==> src/rtl/core/aip_pkg.sv <==
// Shared types and constants for the ASCII integer parser core.
// Depends on nothing; every other file in rtl/core uses it.
package aip_pkg;

   // Result status codes; ST_OK also marks "no error recorded"
   typedef enum logic [1:0] {
      ST_OK       = 2'd0,
      ST_EMPTY    = 2'd1,
      ST_INVALID  = 2'd2,
      ST_OVERFLOW = 2'd3
   } status_type;

   // Conversion modes as latched from the command field
   typedef enum logic [1:0] {
      MODE_UDEC = 2'd0,
      MODE_SDEC = 2'd1,
      MODE_HEX  = 2'd2,
      MODE_BAD  = 2'd3
   } mode_type;

   localparam int unsigned CHAR_W  = 8;
   localparam int unsigned CMD_W   = 2;
   localparam int unsigned VALUE_W = 64;
   localparam int unsigned NIB_W   = 4;

   // Largest accumulator that can still take *10 + digit (with digit <= 5)
   localparam logic [VALUE_W-1:0] DEC_TENTH     = 64'd1844674407370955161;
   localparam logic [NIB_W-1:0]   DEC_TENTH_REM = 4'd5;

   localparam logic [CHAR_W-1:0] CHAR_MINUS = 8'h2D;
   localparam logic [CHAR_W-1:0] CHAR_0     = 8'h30;
   localparam logic [CHAR_W-1:0] CHAR_9     = 8'h39;
   localparam logic [CHAR_W-1:0] CHAR_UA    = 8'h41;
   localparam logic [CHAR_W-1:0] CHAR_UF    = 8'h46;
   localparam logic [CHAR_W-1:0] CHAR_LA    = 8'h61;
   localparam logic [CHAR_W-1:0] CHAR_LF    = 8'h66;

   // Letters a..f / A..F map to 10..15 by adding this to the low nibble
   localparam logic [NIB_W-1:0] HEX_LETTER_OFS = 4'd9;

   localparam int unsigned QUEUE_DEPTH_DEFAULT = 4;

   // Classified character as it travels from the front to the back
   typedef struct packed {
      logic [NIB_W-1:0] nib;
      logic             is_dec;
      logic             is_hex;
      logic             is_minus;
      logic             first;
      logic             last;
      logic             is_empty;
      logic [CMD_W-1:0] command;
   } entry_type;

   // Per-string summary handed to the result stage
   typedef struct packed {
      status_type         err;
      logic               seen;
      logic               neg;
      mode_type           mode;
      logic [VALUE_W-1:0] acc;
   } fin_type;

endpackage

==> src/rtl/core/aip_req_if.sv <==
// Request channel: one character per transfer with its string marks.
// Depends on aip_pkg for field widths.
interface aip_req_if;
   logic                        valid;
   logic                        ready;
   logic [aip_pkg::CHAR_W-1:0]  char_code;
   logic                        first;
   logic                        last;
   logic                        is_empty;
   logic [aip_pkg::CMD_W-1:0]   command;

   modport source (output valid, char_code, first, last, is_empty, command, input ready);
   modport sink   (input valid, char_code, first, last, is_empty, command, output ready);
endinterface

==> src/rtl/core/aip_rsp_if.sv <==
// Response channel: one status and 64-bit value per finished string.
// Depends on aip_pkg for field widths.
interface aip_rsp_if;
   logic                        valid;
   logic                        ready;
   logic [1:0]                  status;
   logic [aip_pkg::VALUE_W-1:0] value;

   modport source (output valid, status, value, input ready);
   modport sink   (input valid, status, value, output ready);
endinterface

==> src/rtl/core/aip_front.sv <==
// Front end: accepts request transfers and classifies each character.
// Depends on aip_pkg and aip_req_if; feeds aip_queue.
module aip_front (
   aip_req_if.sink             req_ch,
   input  logic                q_full,
   output logic                push_valid,
   output aip_pkg::entry_type  push_entry
);
   import aip_pkg::*;

   logic [CHAR_W-1:0] c;
   logic              is_upper;
   logic              is_lower;

   assign c        = req_ch.char_code;
   assign is_upper = (c >= CHAR_UA) && (c <= CHAR_UF);
   assign is_lower = (c >= CHAR_LA) && (c <= CHAR_LF);

   // Take a transfer whenever the queue has room
   assign req_ch.ready = !q_full;
   assign push_valid   = req_ch.valid && !q_full;

   // Classify the character; the nibble is the digit value for both bases
   always_comb begin
      push_entry.is_dec   = (c >= CHAR_0) && (c <= CHAR_9);
      push_entry.is_hex   = push_entry.is_dec || is_upper || is_lower;
      push_entry.is_minus = (c == CHAR_MINUS);
      push_entry.nib      = push_entry.is_dec ? c[NIB_W-1:0]
                                              : c[NIB_W-1:0] + HEX_LETTER_OFS;
      push_entry.first    = req_ch.first;
      push_entry.last     = req_ch.last;
      push_entry.is_empty = req_ch.is_empty;
      push_entry.command  = req_ch.command;
   end

endmodule

==> src/rtl/core/aip_queue.sv <==
// Short FIFO that decouples the classifier from the accumulator stage.
// Depends on aip_pkg for the entry type.
module aip_queue #(
   parameter int unsigned DEPTH = aip_pkg::QUEUE_DEPTH_DEFAULT
) (
   input  logic               clock,
   input  logic               reset,
   input  logic               push_valid,
   input  aip_pkg::entry_type push_entry,
   output logic               full,
   output logic               pop_valid,
   output aip_pkg::entry_type pop_entry,
   input  logic               pop
);
   import aip_pkg::*;

   localparam int unsigned PTR_W = (DEPTH > 1) ? $clog2(DEPTH) : 1;
   localparam int unsigned CNT_W = $clog2(DEPTH + 1);

   entry_type        mem_ff [DEPTH];
   logic [PTR_W-1:0] wr_ptr_ff, wr_ptr_in;
   logic [PTR_W-1:0] rd_ptr_ff, rd_ptr_in;
   logic [CNT_W-1:0] count_ff, count_in;
   logic             do_pop;

   assign full      = (count_ff == CNT_W'(DEPTH));
   assign pop_valid = (count_ff != '0);
   assign pop_entry = mem_ff[rd_ptr_ff];
   assign do_pop    = pop && pop_valid;

   // Advance pointers with wrap, track fill level
   always_comb begin
      wr_ptr_in = wr_ptr_ff;
      rd_ptr_in = rd_ptr_ff;
      if (push_valid) begin
         wr_ptr_in = (wr_ptr_ff == PTR_W'(DEPTH - 1)) ? '0 : wr_ptr_ff + 1'b1;
      end
      if (do_pop) begin
         rd_ptr_in = (rd_ptr_ff == PTR_W'(DEPTH - 1)) ? '0 : rd_ptr_ff + 1'b1;
      end
      count_in = count_ff + CNT_W'(push_valid) - CNT_W'(do_pop);
   end

   always_ff @(posedge clock) begin
      if (reset) begin
         wr_ptr_ff <= '0;
         rd_ptr_ff <= '0;
         count_ff  <= '0;
      end else begin
         wr_ptr_ff <= wr_ptr_in;
         rd_ptr_ff <= rd_ptr_in;
         count_ff  <= count_in;
      end
   end

   // Storage holds payload only
   always_ff @(posedge clock) begin
      if (push_valid) begin
         mem_ff[wr_ptr_ff] <= push_entry;
      end
   end

   a_no_overfill: assert property (@(posedge clock) disable iff (reset)
      count_ff <= CNT_W'(DEPTH))
      else $error("queue fill level beyond depth");

   a_no_push_full: assert property (@(posedge clock) disable iff (reset)
      !(push_valid && full))
      else $error("push into full queue");

endmodule

==> src/rtl/core/aip_exec.sv <==
// Back end: applies each classified character to the accumulator state
// and emits a per-string summary. Depends on aip_pkg.
module aip_exec (
   input  logic               clock,
   input  logic               reset,
   input  logic               q_valid,
   input  aip_pkg::entry_type q_entry,
   output logic               q_pop,
   output logic               fin_valid,
   output aip_pkg::fin_type   fin,
   input  logic               fin_ready
);
   import aip_pkg::*;

   logic [VALUE_W-1:0] acc_ff, acc_in, acc_e;
   logic               neg_ff, neg_in, neg_e;
   logic               seen_ff, seen_in, seen_e;
   status_type         err_ff, err_in, err_e;
   mode_type           mode_ff, mode_in, mode_e;
   logic               fin_valid_ff, fin_valid_in;
   fin_type            fin_ff, fin_in;
   logic [VALUE_W-1:0] dec_next;
   logic [VALUE_W-1:0] hex_next;
   logic               dec_ovf;
   logic               end_str;

   assign q_pop     = q_valid && (!fin_valid_ff || fin_ready);
   assign fin_valid = fin_valid_ff;
   assign fin       = fin_ff;
   assign end_str   = q_entry.is_empty || q_entry.last;

   // Start of string: clear per-string state and latch the mode
   always_comb begin
      acc_e  = q_entry.first ? '0 : acc_ff;
      neg_e  = q_entry.first ? 1'b0 : neg_ff;
      seen_e = q_entry.first ? 1'b0 : seen_ff;
      err_e  = q_entry.first ? ST_OK : err_ff;
      mode_e = q_entry.first ? mode_type'(q_entry.command) : mode_ff;
   end

   // Times ten as a shift-add, plus the digit; overflow test in parallel
   assign dec_next = {acc_e[VALUE_W-4:0], 3'b000} + {acc_e[VALUE_W-2:0], 1'b0}
                   + VALUE_W'(q_entry.nib);
   assign hex_next = {acc_e[VALUE_W-5:0], q_entry.nib};
   assign dec_ovf  = (acc_e > DEC_TENTH)
                   || ((acc_e == DEC_TENTH) && (q_entry.nib > DEC_TENTH_REM));

   // Take one character; the first recorded error sticks
   always_comb begin
      acc_in  = acc_e;
      neg_in  = neg_e;
      seen_in = seen_e;
      err_in  = err_e;
      mode_in = mode_e;
      if (q_valid && (err_e == ST_OK)) begin
         unique case (mode_e)
            MODE_HEX: begin
               if (!q_entry.is_hex) begin
                  err_in = ST_INVALID;
               end else if (acc_e[VALUE_W-1 -: NIB_W] != '0) begin
                  err_in = ST_OVERFLOW;
               end else begin
                  acc_in  = hex_next;
                  seen_in = 1'b1;
               end
            end
            MODE_UDEC, MODE_SDEC: begin
               if ((mode_e == MODE_SDEC) && q_entry.is_minus && !seen_e && !neg_e) begin
                  neg_in = 1'b1;
               end else if (!q_entry.is_dec) begin
                  err_in = ST_INVALID;
               end else if (dec_ovf) begin
                  err_in = ST_OVERFLOW;
               end else begin
                  acc_in  = dec_next;
                  seen_in = 1'b1;
               end
            end
            MODE_BAD: begin
               err_in = ST_INVALID;
            end
         endcase
      end

      // An empty item abandons the string and reads as "no digits"
      if (q_entry.is_empty) begin
         acc_in  = '0;
         neg_in  = 1'b0;
         seen_in = 1'b0;
         err_in  = ST_OK;
         mode_in = mode_type'(q_entry.command);
      end

      fin_in.err  = err_in;
      fin_in.seen = seen_in;
      fin_in.neg  = neg_in;
      fin_in.mode = mode_in;
      fin_in.acc  = acc_in;

      // String done: clear all but the mode
      if (end_str) begin
         acc_in  = '0;
         neg_in  = 1'b0;
         seen_in = 1'b0;
         err_in  = ST_OK;
      end
   end

   // Hold the summary until the result stage takes it
   always_comb begin
      fin_valid_in = fin_valid_ff && !fin_ready;
      if (q_pop) begin
         fin_valid_in = end_str;
      end
   end

   always_ff @(posedge clock) begin
      if (reset) begin
         acc_ff       <= '0;
         neg_ff       <= 1'b0;
         seen_ff      <= 1'b0;
         err_ff       <= ST_OK;
         mode_ff      <= MODE_UDEC;
         fin_valid_ff <= 1'b0;
      end else begin
         fin_valid_ff <= fin_valid_in;
         if (q_pop) begin
            acc_ff  <= acc_in;
            neg_ff  <= neg_in;
            seen_ff <= seen_in;
            err_ff  <= err_in;
            mode_ff <= mode_in;
         end
      end
   end

   always_ff @(posedge clock) begin
      if (q_pop && end_str) begin
         fin_ff <= fin_in;
      end
   end

   a_fin_hold: assert property (@(posedge clock) disable iff (reset)
      (fin_valid_ff && !fin_ready) |=> (fin_valid_ff && $stable(fin_ff)))
      else $error("pending summary lost or changed");

   a_err_code: assert property (@(posedge clock) disable iff (reset)
      err_ff != ST_EMPTY)
      else $error("empty status recorded as a string error");

endmodule

==> src/rtl/core/aip_result.sv <==
// Result stage: turns a string summary into status and value and holds
// it in the output register. Depends on aip_pkg and aip_rsp_if.
module aip_result (
   input  logic             clock,
   input  logic             reset,
   input  logic             fin_valid,
   input  aip_pkg::fin_type fin,
   output logic             fin_ready,
   aip_rsp_if.source        rsp_ch
);
   import aip_pkg::*;

   logic               rsp_valid_ff;
   status_type         status_ff, status_in;
   logic [VALUE_W-1:0] value_ff, value_in;
   logic               range_ovf;
   logic               load;

   assign fin_ready     = !rsp_valid_ff || rsp_ch.ready;
   assign load          = fin_valid && fin_ready;
   assign rsp_ch.valid  = rsp_valid_ff;
   assign rsp_ch.status = status_ff;
   assign rsp_ch.value  = value_ff;

   // Signed range: magnitude up to 2^63 - 1, or exactly 2^63 when negative
   assign range_ovf = fin.neg ? (fin.acc[VALUE_W-1] && (fin.acc[VALUE_W-2:0] != '0))
                              : fin.acc[VALUE_W-1];

   // Decide status and value
   always_comb begin
      status_in = ST_OK;
      value_in  = '0;
      if (fin.err != ST_OK) begin
         status_in = fin.err;
      end else if (!fin.seen) begin
         status_in = ST_EMPTY;
      end else if (fin.mode == MODE_SDEC) begin
         if (range_ovf) begin
            status_in = ST_OVERFLOW;
         end else begin
            value_in = fin.neg ? (~fin.acc + 1'b1) : fin.acc;
         end
      end else begin
         value_in = fin.acc;
      end
   end

   always_ff @(posedge clock) begin
      if (reset) begin
         rsp_valid_ff <= 1'b0;
      end else if (fin_ready) begin
         rsp_valid_ff <= fin_valid;
      end
   end

   always_ff @(posedge clock) begin
      if (load) begin
         status_ff <= status_in;
         value_ff  <= value_in;
      end
   end

   a_err_zero: assert property (@(posedge clock) disable iff (reset)
      (rsp_valid_ff && (status_ff != ST_OK)) |-> (value_ff == '0))
      else $error("nonzero value with failing status");

endmodule

==> src/rtl/core/ascii_integer_parser_core.sv <==
// Top level of the ASCII integer parser: front classifier, queue,
// accumulator stage and result register. Depends on aip_pkg and the channel interfaces.
//
// Parses a character stream, one character per req_ch transfer, as an unsigned
// decimal, signed decimal or hexadecimal 64-bit integer and returns one status
// and value on rsp_ch per string. One character is taken every clock cycle
// while the queue has room; the limit is the accumulator update (multiply by
// ten as a shift-add plus digit). When rsp_ch is not stalled, a result
// reaches rsp_ch after its last character has passed through the queue and
// the accumulator stage's summary register, after which the output
// register presents it. Under output stall one result in the output register,
// one pending summary and QUEUE_DEPTH queued characters are held before
// req_ch.ready drops.
module ascii_integer_parser_core #(
   parameter int unsigned QUEUE_DEPTH = aip_pkg::QUEUE_DEPTH_DEFAULT
) (
   input  logic      clock,
   input  logic      reset,
   aip_req_if.sink   req_ch,
   aip_rsp_if.source rsp_ch
);
   import aip_pkg::*;

   logic      q_full;
   logic      push_valid;
   entry_type push_entry;
   logic      q_valid;
   entry_type q_entry;
   logic      q_pop;
   logic      fin_valid;
   fin_type   fin;
   logic      fin_ready;

   // Classify incoming characters
   aip_front u_front (
      .req_ch     (req_ch),
      .q_full     (q_full),
      .push_valid (push_valid),
      .push_entry (push_entry)
   );

   // Decouple front and back
   aip_queue #(
      .DEPTH (QUEUE_DEPTH)
   ) u_queue (
      .clock      (clock),
      .reset      (reset),
      .push_valid (push_valid),
      .push_entry (push_entry),
      .full       (q_full),
      .pop_valid  (q_valid),
      .pop_entry  (q_entry),
      .pop        (q_pop)
   );

   // Accumulate digits and track errors
   aip_exec u_exec (
      .clock     (clock),
      .reset     (reset),
      .q_valid   (q_valid),
      .q_entry   (q_entry),
      .q_pop     (q_pop),
      .fin_valid (fin_valid),
      .fin       (fin),
      .fin_ready (fin_ready)
   );

   // Final range check, sign and output register
   aip_result u_result (
      .clock     (clock),
      .reset     (reset),
      .fin_valid (fin_valid),
      .fin       (fin),
      .fin_ready (fin_ready),
      .rsp_ch    (rsp_ch)
   );

endmodule
==> src/flat_wrapper.sv <==
// flat-port wrapper written by rule: the top's interface ports become plain ports
module ascii_integer_parser_core_flat import aip_pkg::*;
#(
   parameter int unsigned QUEUE_DEPTH = aip_pkg::QUEUE_DEPTH_DEFAULT
)
  (clock, reset, req_ch_valid, req_ch_char_code, req_ch_first, req_ch_last, req_ch_is_empty, req_ch_command, req_ch_ready, rsp_ch_valid, rsp_ch_status, rsp_ch_value, rsp_ch_ready);
  aip_req_if req_ch_i ();
  aip_rsp_if rsp_ch_i ();
  input  logic clock;
  input  logic reset;
  input wire logic [$bits(req_ch_i.valid)-1:0] req_ch_valid;
  input wire logic [$bits(req_ch_i.char_code)-1:0] req_ch_char_code;
  input wire logic [$bits(req_ch_i.first)-1:0] req_ch_first;
  input wire logic [$bits(req_ch_i.last)-1:0] req_ch_last;
  input wire logic [$bits(req_ch_i.is_empty)-1:0] req_ch_is_empty;
  input wire logic [$bits(req_ch_i.command)-1:0] req_ch_command;
  output wire logic [$bits(req_ch_i.ready)-1:0] req_ch_ready;
  output wire logic [$bits(rsp_ch_i.valid)-1:0] rsp_ch_valid;
  output wire logic [$bits(rsp_ch_i.status)-1:0] rsp_ch_status;
  output wire logic [$bits(rsp_ch_i.value)-1:0] rsp_ch_value;
  input wire logic [$bits(rsp_ch_i.ready)-1:0] rsp_ch_ready;
  assign req_ch_i.valid = req_ch_valid;
  assign req_ch_i.char_code = req_ch_char_code;
  assign req_ch_i.first = req_ch_first;
  assign req_ch_i.last = req_ch_last;
  assign req_ch_i.is_empty = req_ch_is_empty;
  assign req_ch_i.command = req_ch_command;
  assign req_ch_ready = req_ch_i.ready;
  assign rsp_ch_valid = rsp_ch_i.valid;
  assign rsp_ch_status = rsp_ch_i.status;
  assign rsp_ch_value = rsp_ch_i.value;
  assign rsp_ch_i.ready = rsp_ch_ready;
  ascii_integer_parser_core #(.QUEUE_DEPTH(QUEUE_DEPTH)) u_core (.clock(clock), .reset(reset), .req_ch(req_ch_i), .rsp_ch(rsp_ch_i));
endmodule
==> config.mk <==
export PLATFORM = sky130hd
export DESIGN_NAME = ascii_integer_parser_core_flat
export DESIGN_NICKNAME = d
export VERILOG_FILES = /design/src/rtl/core/aip_pkg.sv /design/src/rtl/core/aip_req_if.sv /design/src/rtl/core/aip_rsp_if.sv /design/src/rtl/core/aip_front.sv /design/src/rtl/core/aip_queue.sv /design/src/rtl/core/aip_exec.sv /design/src/rtl/core/aip_result.sv /design/src/rtl/core/ascii_integer_parser_core.sv /design/src/flat_wrapper.sv
export SDC_FILE = /design/constraint.sdc
export NUM_CORES = 1
export LEC_CHECK = 0
export ABC_AREA = 0
export ABC_CLOCK_PERIOD_IN_PS = 6750
export BUFFER_PORTS_ARGS = -buffer_cell sky130_fd_sc_hd__buf_2
export CORE_MARGIN = 2
export CORE_UTILIZATION = 31
export CTS_CLUSTER_SIZE = 10
export DETAILED_ROUTE_END_ITERATION = 8
export PLACE_DENSITY = 0.45
export SETUP_SLACK_MARGIN = 0.02
export SLEW_MARGIN = 40
export SYNTH_ARGS = -nofsm -noshare
export SYNTH_HDL_FRONTEND = slang
export SYNTH_SLANG_ARGS = --single-unit
==> constraint.sdc <==
create_clock -name clock -period 6.75 [get_ports clock]
set_input_delay 1.35 -clock clock [delete_from_list [all_inputs] [get_ports clock]]
set_output_delay 1.35 -clock clock [all_outputs]
set_load 0.05 [all_outputs]
==> flow_summary.rst, run 1 <==
.. list-table::
   :header-rows: 1

   * - Metric
     - Value
   * - Status
     - finished clean
   * - Drt total wl
     - 62.58 mm
   * - Worst setup skew after layout
     - 0.01532 ns
   * - Number of cells produced by synthesis
     - 2009
   * - Post-Syn Area
     - 18380 µm²
   * - Library cell with the largest summed area after synthesis
     - edfxtp_1
   * - Crit path DAT
     - 5.80 ns
   * - X dimension of the die
     - 247.5 µm
   * - Fin. Hold Viols
     - 0
   * - # resized after CTS
     - 0
   * - Critical setup path kind
     - flip-flop to flip-flop
   * - Max-slew headroom
     - 0.4370
   * - Placed wire-length estimate
     - 46.62 mm
   * - Sum Neg Setup Slack
     - 0 ns
   * - Ratio of final minimum period to clock period
     - 0.8160
   * - Warnings from Yosys
     - 0
   * - Predominant post-synthesis flop cell
     - edfxtp_1
   * - Number of rows created at floorplan
     - 89
   * - Total track usage
     - 0.2010
   * - Post-CTS clock slew at the launch and capture registers of the worst setup and hold paths
     - 0.06 ns
   * - Number of synthesized register bits
     - 265
   * - Actual slew at the worst max-slew pin
     - 0.8414 ns
   * - Clock root cell
     - clkbuf_16
   * - Share of power burned in registers
     - 0.320
   * - Critical Path RT
     - 7.04 ns
   * - Comb pwr share
     - 0.499
   * - Total of buffers placed on input and output ports
     - 84
   * - Cts hold-fix bufs
     - 0
   * - Antenna Nets Post-Route
     - 0
   * - Nets@finish
     - 2213
   * - Critical Path Start Type
     - flip-flop
   * - Latest clock arrival within the worst-skew pair
     - 0.57 ns
   * - Average footprint of a synthesized cell
     - 9.146 µm²
   * - Crit-path cells
     - buf_4, mux2_2, nand2_1, inv_1, ha_1, ha_1, fa_1, a211oi_1, o21a_1, a211oi_1, a2111oi_0, buf_4, nor4b_1, o31ai_1, o21ai_0, xor2_1, a21oi_1, nor2_1
   * - Hold wc startpoint
     - u_core.u_exec.acc_ff[44]
   * - FMAX
     - 181.6 MHz
   * - Buffer count from post-CTS setup fixing
     - 0
   * - Final non-filler cell total
     - 2857
   * - Switching power summed over all nets
     - 0.004176 W
   * - Peak supply drop
     - 270.6 µV
   * - Synth area leaders
     - edfxtp_1 30%, ha_1 9.1%, dfxtp_1 8.8%
   * - First-pass DRT Iterations
     - 6
   * - Floorplan core area
     - 58800 µm²
   * - Number of different library cells in the post-synthesis netlist
     - 86
   * - Leakage power
     - 8.094 nW
   * - Number of clock buffers inserted by TritonCTS
     - 31
   * - Top post-synthesis cells by count
     - 266 x nor2_1, 184 x edfxtp_1, 171 x nand2_1
   * - Vias in the first global route
     - 15330
   * - Async set-reset flop share out of synthesis
     - 0
   * - Critical path capture point type
     - flip-flop
   * - Int Pwr
     - 0.004439 W
   * - Area overhead of the layout relative to synthesis
     - 11.92%
   * - Sequential area share after synthesis
     - 0.3889
   * - Number of vias per cell
     - 5.597
   * - Delay of the slowest cell on the worst path
     - 0.57 ns
   * - Routability Congestion
     - 0.9127
   * - Maximum fanout along the worst path
     - 22
   * - Most instantiated library cell after synthesis
     - nor2_1
   * - CP max stage cell
     - mux2_2
   * - Post-synthesis net count
     - 2162
   * - Min-delay worst type
     - flip-flop to flip-flop
   * - Power density over the cells
     - 418.9 nW/µm²
   * - Diode count
     - 0
   * - Maximum buffer depth of the clock tree
     - 3
   * - Total global routing overflow
     - 0
   * - Crit path time final
     - 5.508 ns
   * - Final Setup Violations
     - 0
   * - Maximum number of pins on one net before global-route repair
     - 71
   * - Global-route wire length before repair
     - 95.15 mm
   * - Die outline height
     - 247.5 µm
   * - Share of final-layout standard cells stronger than drive strength 1
     - 0.1012
   * - Fraction of post-synthesis cell area in the top cell type by area
     - 0.3007
   * - Clock power share
     - 0.181
   * - Max-Cap Viols
     - 0
   * - Cell type group with the largest total delay on the critical path
     - compound AO/OA/AOI/OAI gates
   * - Fraction of power spent switching nets
     - 0.4847
   * - Final count of pins violating max slew
     - 0
   * - Maximum level of the CTS H-tree
     - 1
   * - Die Outline Area
     - 61240 µm²
   * - Clk sink count
     - 265
   * - First DRT Iteration DRCs
     - 1311
   * - EDFF count, synth
     - 184
   * - Antenna violations before repair
     - 1
   * - # placed instances
     - 2800
   * - Unrepaired setup endpoints after global routing
     - no
   * - Clock tree from TritonCTS
     - built
   * - Top-level I/O count
     - 85
   * - Average routed wire per standard cell
     - 21.90 µm
   * - Critical path buffers and inverters
     - 3
   * - Starting density of the core
     - 0.3125
   * - Total DRC errors in the routed layout
     - 0
   * - Via Count
     - 15990
==> final timing paths <==
| path | endpoint | slack (ns) | cells past startpoint |
|---|---|---|---|
| worst min register to register | u_core.u_exec.acc_ff[44] | 0.47 | 2 |
| worst min-delay path | u_core.u_exec.acc_ff[44] | 0.47 | 2 |
| worst max-delay path | u_core.u_exec.fin[62] | 1.24 | 18 |
| worst max register to register | u_core.u_exec.fin[62] | 1.24 | 18 |
==> flip-flops by register name, summed over array words and instances (netlist names), named ones only <==
| register | count |
|---|---|
| u_core.u_exec.fin | 70 |
| u_core.u_exec.acc_ff | 64 |
| u_core.u_result.rsp_ch.value | 64 |
| u_core.u_queue.mem_ff | 48 |
| u_core.u_queue.count_ff | 3 |
| u_core.u_exec.err_ff | 2 |
| u_core.u_exec.mode_ff | 2 |
| u_core.u_queue.rd_ptr_ff | 2 |
| u_core.u_queue.wr_ptr_ff | 2 |
| u_core.u_result.rsp_ch.status | 2 |
| u_core.u_exec.fin_valid | 1 |
| u_core.u_exec.neg_ff | 1 |
| u_core.u_exec.seen_ff | 1 |
| u_core.u_result.rsp_ch.valid | 1 |
==> kinds of logic after synthesis <==
family                   synth area share
flip-flops                         0.3889
AND/OR/NAND/NOR                    0.1766
multiplexers                      0.03282
buffers and inverters             0.03602
XOR/XNOR                          0.05720
AO/OA/AOI/OAI                      0.2150
adder cells (fa/ha/maj)           0.09342
==> metrics by stage <==
stage | utilization | hold slack, ns | setup WS (ns) | power, W | instance area (µm²)
2_1_floorplan | - | 0.4379 | 1.747 | 0.005520 | 18380
3_3_place_gp | 0.3339 | 0.4545 | 1.401 | 0.007034 | 19630
3_5_place_dp | 0.3340 | 0.4630 | 1.328 | 0.007041 | 19640
4_1_cts | 0.3497 | 0.4751 | 1.313 | 0.008622 | 20560
5_1_grt | 0.3498 | 0.4871 | 0.8793 | 0.009043 | 20560
6_report | 0.3498 | 0.4746 | 1.242 | 0.008615 | 20560
==> per-layer routing <==
layer,vias to the layer above,share of wire,global-route usage
li1,7638,-,-
met1,7755,0.48,0.2980
met2,532,0.44,0.3087
met3,66,0.065,0.02422
met4,0,0.021,0.04914
met5,-,0,0
==> power by group through the flow <==
| stage | clock (W) | sequential [W] | combinational, W |
|---|---|---|---|
| finish | 0.00156 | 0.00276 | 0.00430 |
| global route | 0.00166 | 0.00281 | 0.00457 |
| CTS | 0.00160 | 0.00276 | 0.00426 |
| detailed placement | 0 | 0.00279 | 0.00425 |
| global placement | 0 | 0.00278 | 0.00425 |
| floorplan | 0 | 0.00315 | 0.00237 |
==> worst reg2reg max path: stages (launching register included) <==
cell	delay (ns)
dfxtp_1	0.36
buf_4	0.29
mux2_2	0.58
nand2_1	0.24
inv_1	0.09
ha_1	0.31
ha_1	0.25
fa_1	0.44
a211oi_1	0.25
o21a_1	0.35
a211oi_1	0.15
a2111oi_0	0.41
buf_4	0.21
nor4b_1	0.10
o31ai_1	0.51
o21ai_0	0.23
xor2_1	0.19
a21oi_1	0.20
nor2_1	0.07
==> area by class of cell <==
class / count / area [µm²]
Multi-Input combinational cell: 1583 / 10610
Fill cell: 6007 / 38230
Sequential cell: 265 / 7147
Clock inverter: 2 / 35.03
Timing Repair Buffer: 121 / 705.7
Clock buffer: 55 / 885.9
Inverter: 58 / 217.7
Tap cell: 773 / 967.2
==> cells in the final DEF (no fill, tap or decap), types with 20 or more instances in the layout <==
master       n
nor2_1     265
edfxtp_1   184
nand2_1    171
a21oi_1    148
ha_1       134
o21ai_0    121
buf_2       84
dfxtp_1     81
xnor2_1     79
inv_1       56
nor2b_1     46
xor2_1      41
nor3_1      39
buf_4       35
a21o_1      33
clkbuf_16   31
o21a_1      26
mux2i_1     25
nand4_1     25
nand3_1     25
a22o_1      23
clkbuf_1    22
o221ai_1    21
a31oi_1     20
o31ai_1     20
No activity file was read; power rests on OpenSTA's default activity.
==> inputs of run 2 (changes only) <==
- ABC_CLOCK_PERIOD_IN_PS: 6750 -> 4800
- PLACE_DENSITY: 0.45 -> 0.47
- clock period: 6.75 -> 4.8 ns (I/O delays scaled with it)
==> run 2 against run 1 <==
  * Sequential power is 40% higher
  * Fmax is 18% higher
  * Clock skew rose by 0.0021 ns
  * Cell count rose by 8.9%
  * Critical path depth shrank 4
  * Worst hold slack improved by 0.0090 ns
  * Global-route usage rose by 0.56 points
  * Critical endpoint is now u_core.u_exec.fin[12]
  * Largest cell class unchanged
  * Largest power group unchanged
==> flow_summary.rst, run 2 (synthesis gave the netlist of run 1 again) <==
.. list-table::
   :header-rows: 1

   * - Metric
     - Value
   * - Status
     - finished clean
   * - Worst setup skew after layout
     - 0.01740 ns
   * - Total of buffers placed on input and output ports
     - 84
   * - Sum Neg Setup Slack
     - 0 ns
   * - Min-delay worst type
     - flip-flop to flip-flop
   * - Critical Path RT
     - 5.24 ns
   * - X dimension of the die
     - 247.5 µm
   * - Drt total wl
     - 64.96 mm
   * - Diode count
     - 0
   * - Clock root cell
     - clkbuf_16
   * - Startpoint of the worst register-to-register path
     - u_core.u_queue.mem_ff[3][4]
   * - Fin. Hold Viols
     - 0
   * - Average routed wire per standard cell
     - 20.89 µm
   * - Die Outline Area
     - 61240 µm²
   * - Antenna violations before repair
     - 0
   * - CP Launch Point
     - u_core.u_queue.mem_ff[3][4]
   * - Starting density of the core
     - 0.3125
   * - Final Setup Violations
     - 0
   * - Post-CTS clock slew at the launch and capture registers of the worst setup and hold paths
     - 0.06 ns
   * - Vias in the first global route
     - 16290
   * - Most common cell after layout, fill and taps aside
     - buf_4
   * - Area overhead of the layout relative to synthesis
     - 23.80%
   * - Crit path time final
     - 4.684 ns
   * - Critical setup path kind
     - flip-flop to flip-flop
   * - # placed instances
     - 3047
   * - Nets@finish
     - 2466
   * - Total track usage
     - 0.2066
   * - Latest clock arrival within the worst-skew pair
     - 0.57 ns
   * - Crit path DAT
     - 5.13 ns
   * - Maximum fanout along the worst path
     - 10
   * - Leakage power
     - 9.413 nW
   * - Global-route wire length before repair
     - 98.13 mm
   * - Via Count
     - 16900
   * - Max-slew headroom
     - 0.3844
   * - Number of clock buffers inserted by TritonCTS
     - 31
   * - Share of final-layout standard cells stronger than drive strength 1
     - 0.2169
   * - Maximum number of pins on one net before global-route repair
     - 71
   * - Clk sink count
     - 265
   * - Top-level I/O count
     - 85
   * - Clock tree from TritonCTS
     - built
   * - FMAX
     - 213.5 MHz
   * - Hold wc startpoint
     - u_core.u_exec.acc_ff[24]
   * - Number of vias per cell
     - 5.434
   * - First DRT Iteration DRCs
     - 1211
   * - Ratio of final minimum period to clock period
     - 0.9757
   * - Unrepaired setup endpoints after global routing
     - yes
   * - Max-Cap Viols
     - 0
   * - Antenna Nets Post-Route
     - 0
   * - Maximum buffer depth of the clock tree
     - 3
   * - First-pass DRT Iterations
     - 7
   * - Floorplan core area
     - 58800 µm²
   * - Maximum level of the CTS H-tree
     - 1
   * - Number of rows created at floorplan
     - 89
   * - Placed wire-length estimate
     - 50.60 mm
   * - Total DRC errors in the routed layout
     - 0
   * - Max FFs per register
     - 70
   * - Critical Path Start Type
     - flip-flop
   * - Final count of pins violating max slew
     - 0
   * - Critical path capture point type
     - flip-flop
   * - Highest-count cells in the layout ignoring fill and taps
     - 280 x buf_4, 264 x nor2_1, 184 x edfxtp_1
   * - Die outline height
     - 247.5 µm
   * - Peak supply drop
     - 458.0 µV
   * - Final non-filler cell total
     - 3110
   * - Routability Congestion
     - 0.9049
   * - Total global routing overflow
     - 0
   * - Actual slew at the worst max-slew pin
     - 0.9235 ns
   * - Power density over the cells
     - 552.0 nW/µm²
[run 2: area by class of cell]
cell class / count / area [µm²]
sequential: 265 / 7149
timing repair buffer: 374 / 2683
tap: 773 / 967.2
inverter: 58 / 217.7
fill: 5991 / 36050
multi-input combinational: 1583 / 10830
clock inverter: 5 / 23.77
clock buffer: 52 / 874.6
[run 2: power breakdown]
part | switching, W | internal (W)
logic | 0.00452 | 0.00202
clock network | 0.000919 | 0.00122
registers | 0.000499 | 0.00337
[run 2: worst paths after layout]
check | end | slack [ns] | depth (start not counted)
max | u_core.u_exec.fin[12] | 0.12 | 14
min reg2reg | u_core.u_exec.acc_ff[24] | 0.48 | 2
min | u_core.u_exec.acc_ff[24] | 0.48 | 2
max reg2reg | u_core.u_exec.fin[12] | 0.12 | 14
[run 2: layer usage]
layer / part of all wire / up-vias / GRT usage
li1: - / 8136 / -
met1: 0.48 / 8128 / 0.3034
met2: 0.44 / 563 / 0.3248
met3: 0.060 / 72 / 0.02346
met4: 0.017 / 0 / 0.04473
met5: 0 / - / 0
[run 2: repair_timing]
action,in CTS,in global routing
endpoints found under the setup margin,19,58
hold buffers,0,0
resized for setup,11,54
pin swaps,1,13
setup buffers,2,4
[run 2: worst max-delay path: stages (launching register included)]
cell	delay [ns]
edfxtp_1	0.39
mux4_2	0.61
buf_4	0.19
buf_4	0.19
or2_1	0.26
nor4_1	0.34
buf_4	0.19
nand3_1	0.13
nand2b_1	0.23
o21ai_2	0.16
nor2b_4	0.55
buf_4	0.31
mux2i_1	0.12
a221oi_1	0.65
buf_4	0.22
[run 2: through the flow]
step | cell area, µm² | power, W | util | hold WS [ns] | worst slack (ns)
floorplan | 18380 | 0.007766 | - | 0.4379 | 0.06506
global placement | 21540 | 0.01027 | 0.3664 | 0.4684 | -0.2286
detailed placement | 21570 | 0.01031 | 0.3669 | 0.4744 | -0.2923
CTS | 22530 | 0.01250 | 0.3831 | 0.4843 | -0.009229
global route | 22750 | 0.01318 | 0.3869 | 0.5132 | -0.02477
finish | 22750 | 0.01256 | 0.3869 | 0.4836 | 0.1165
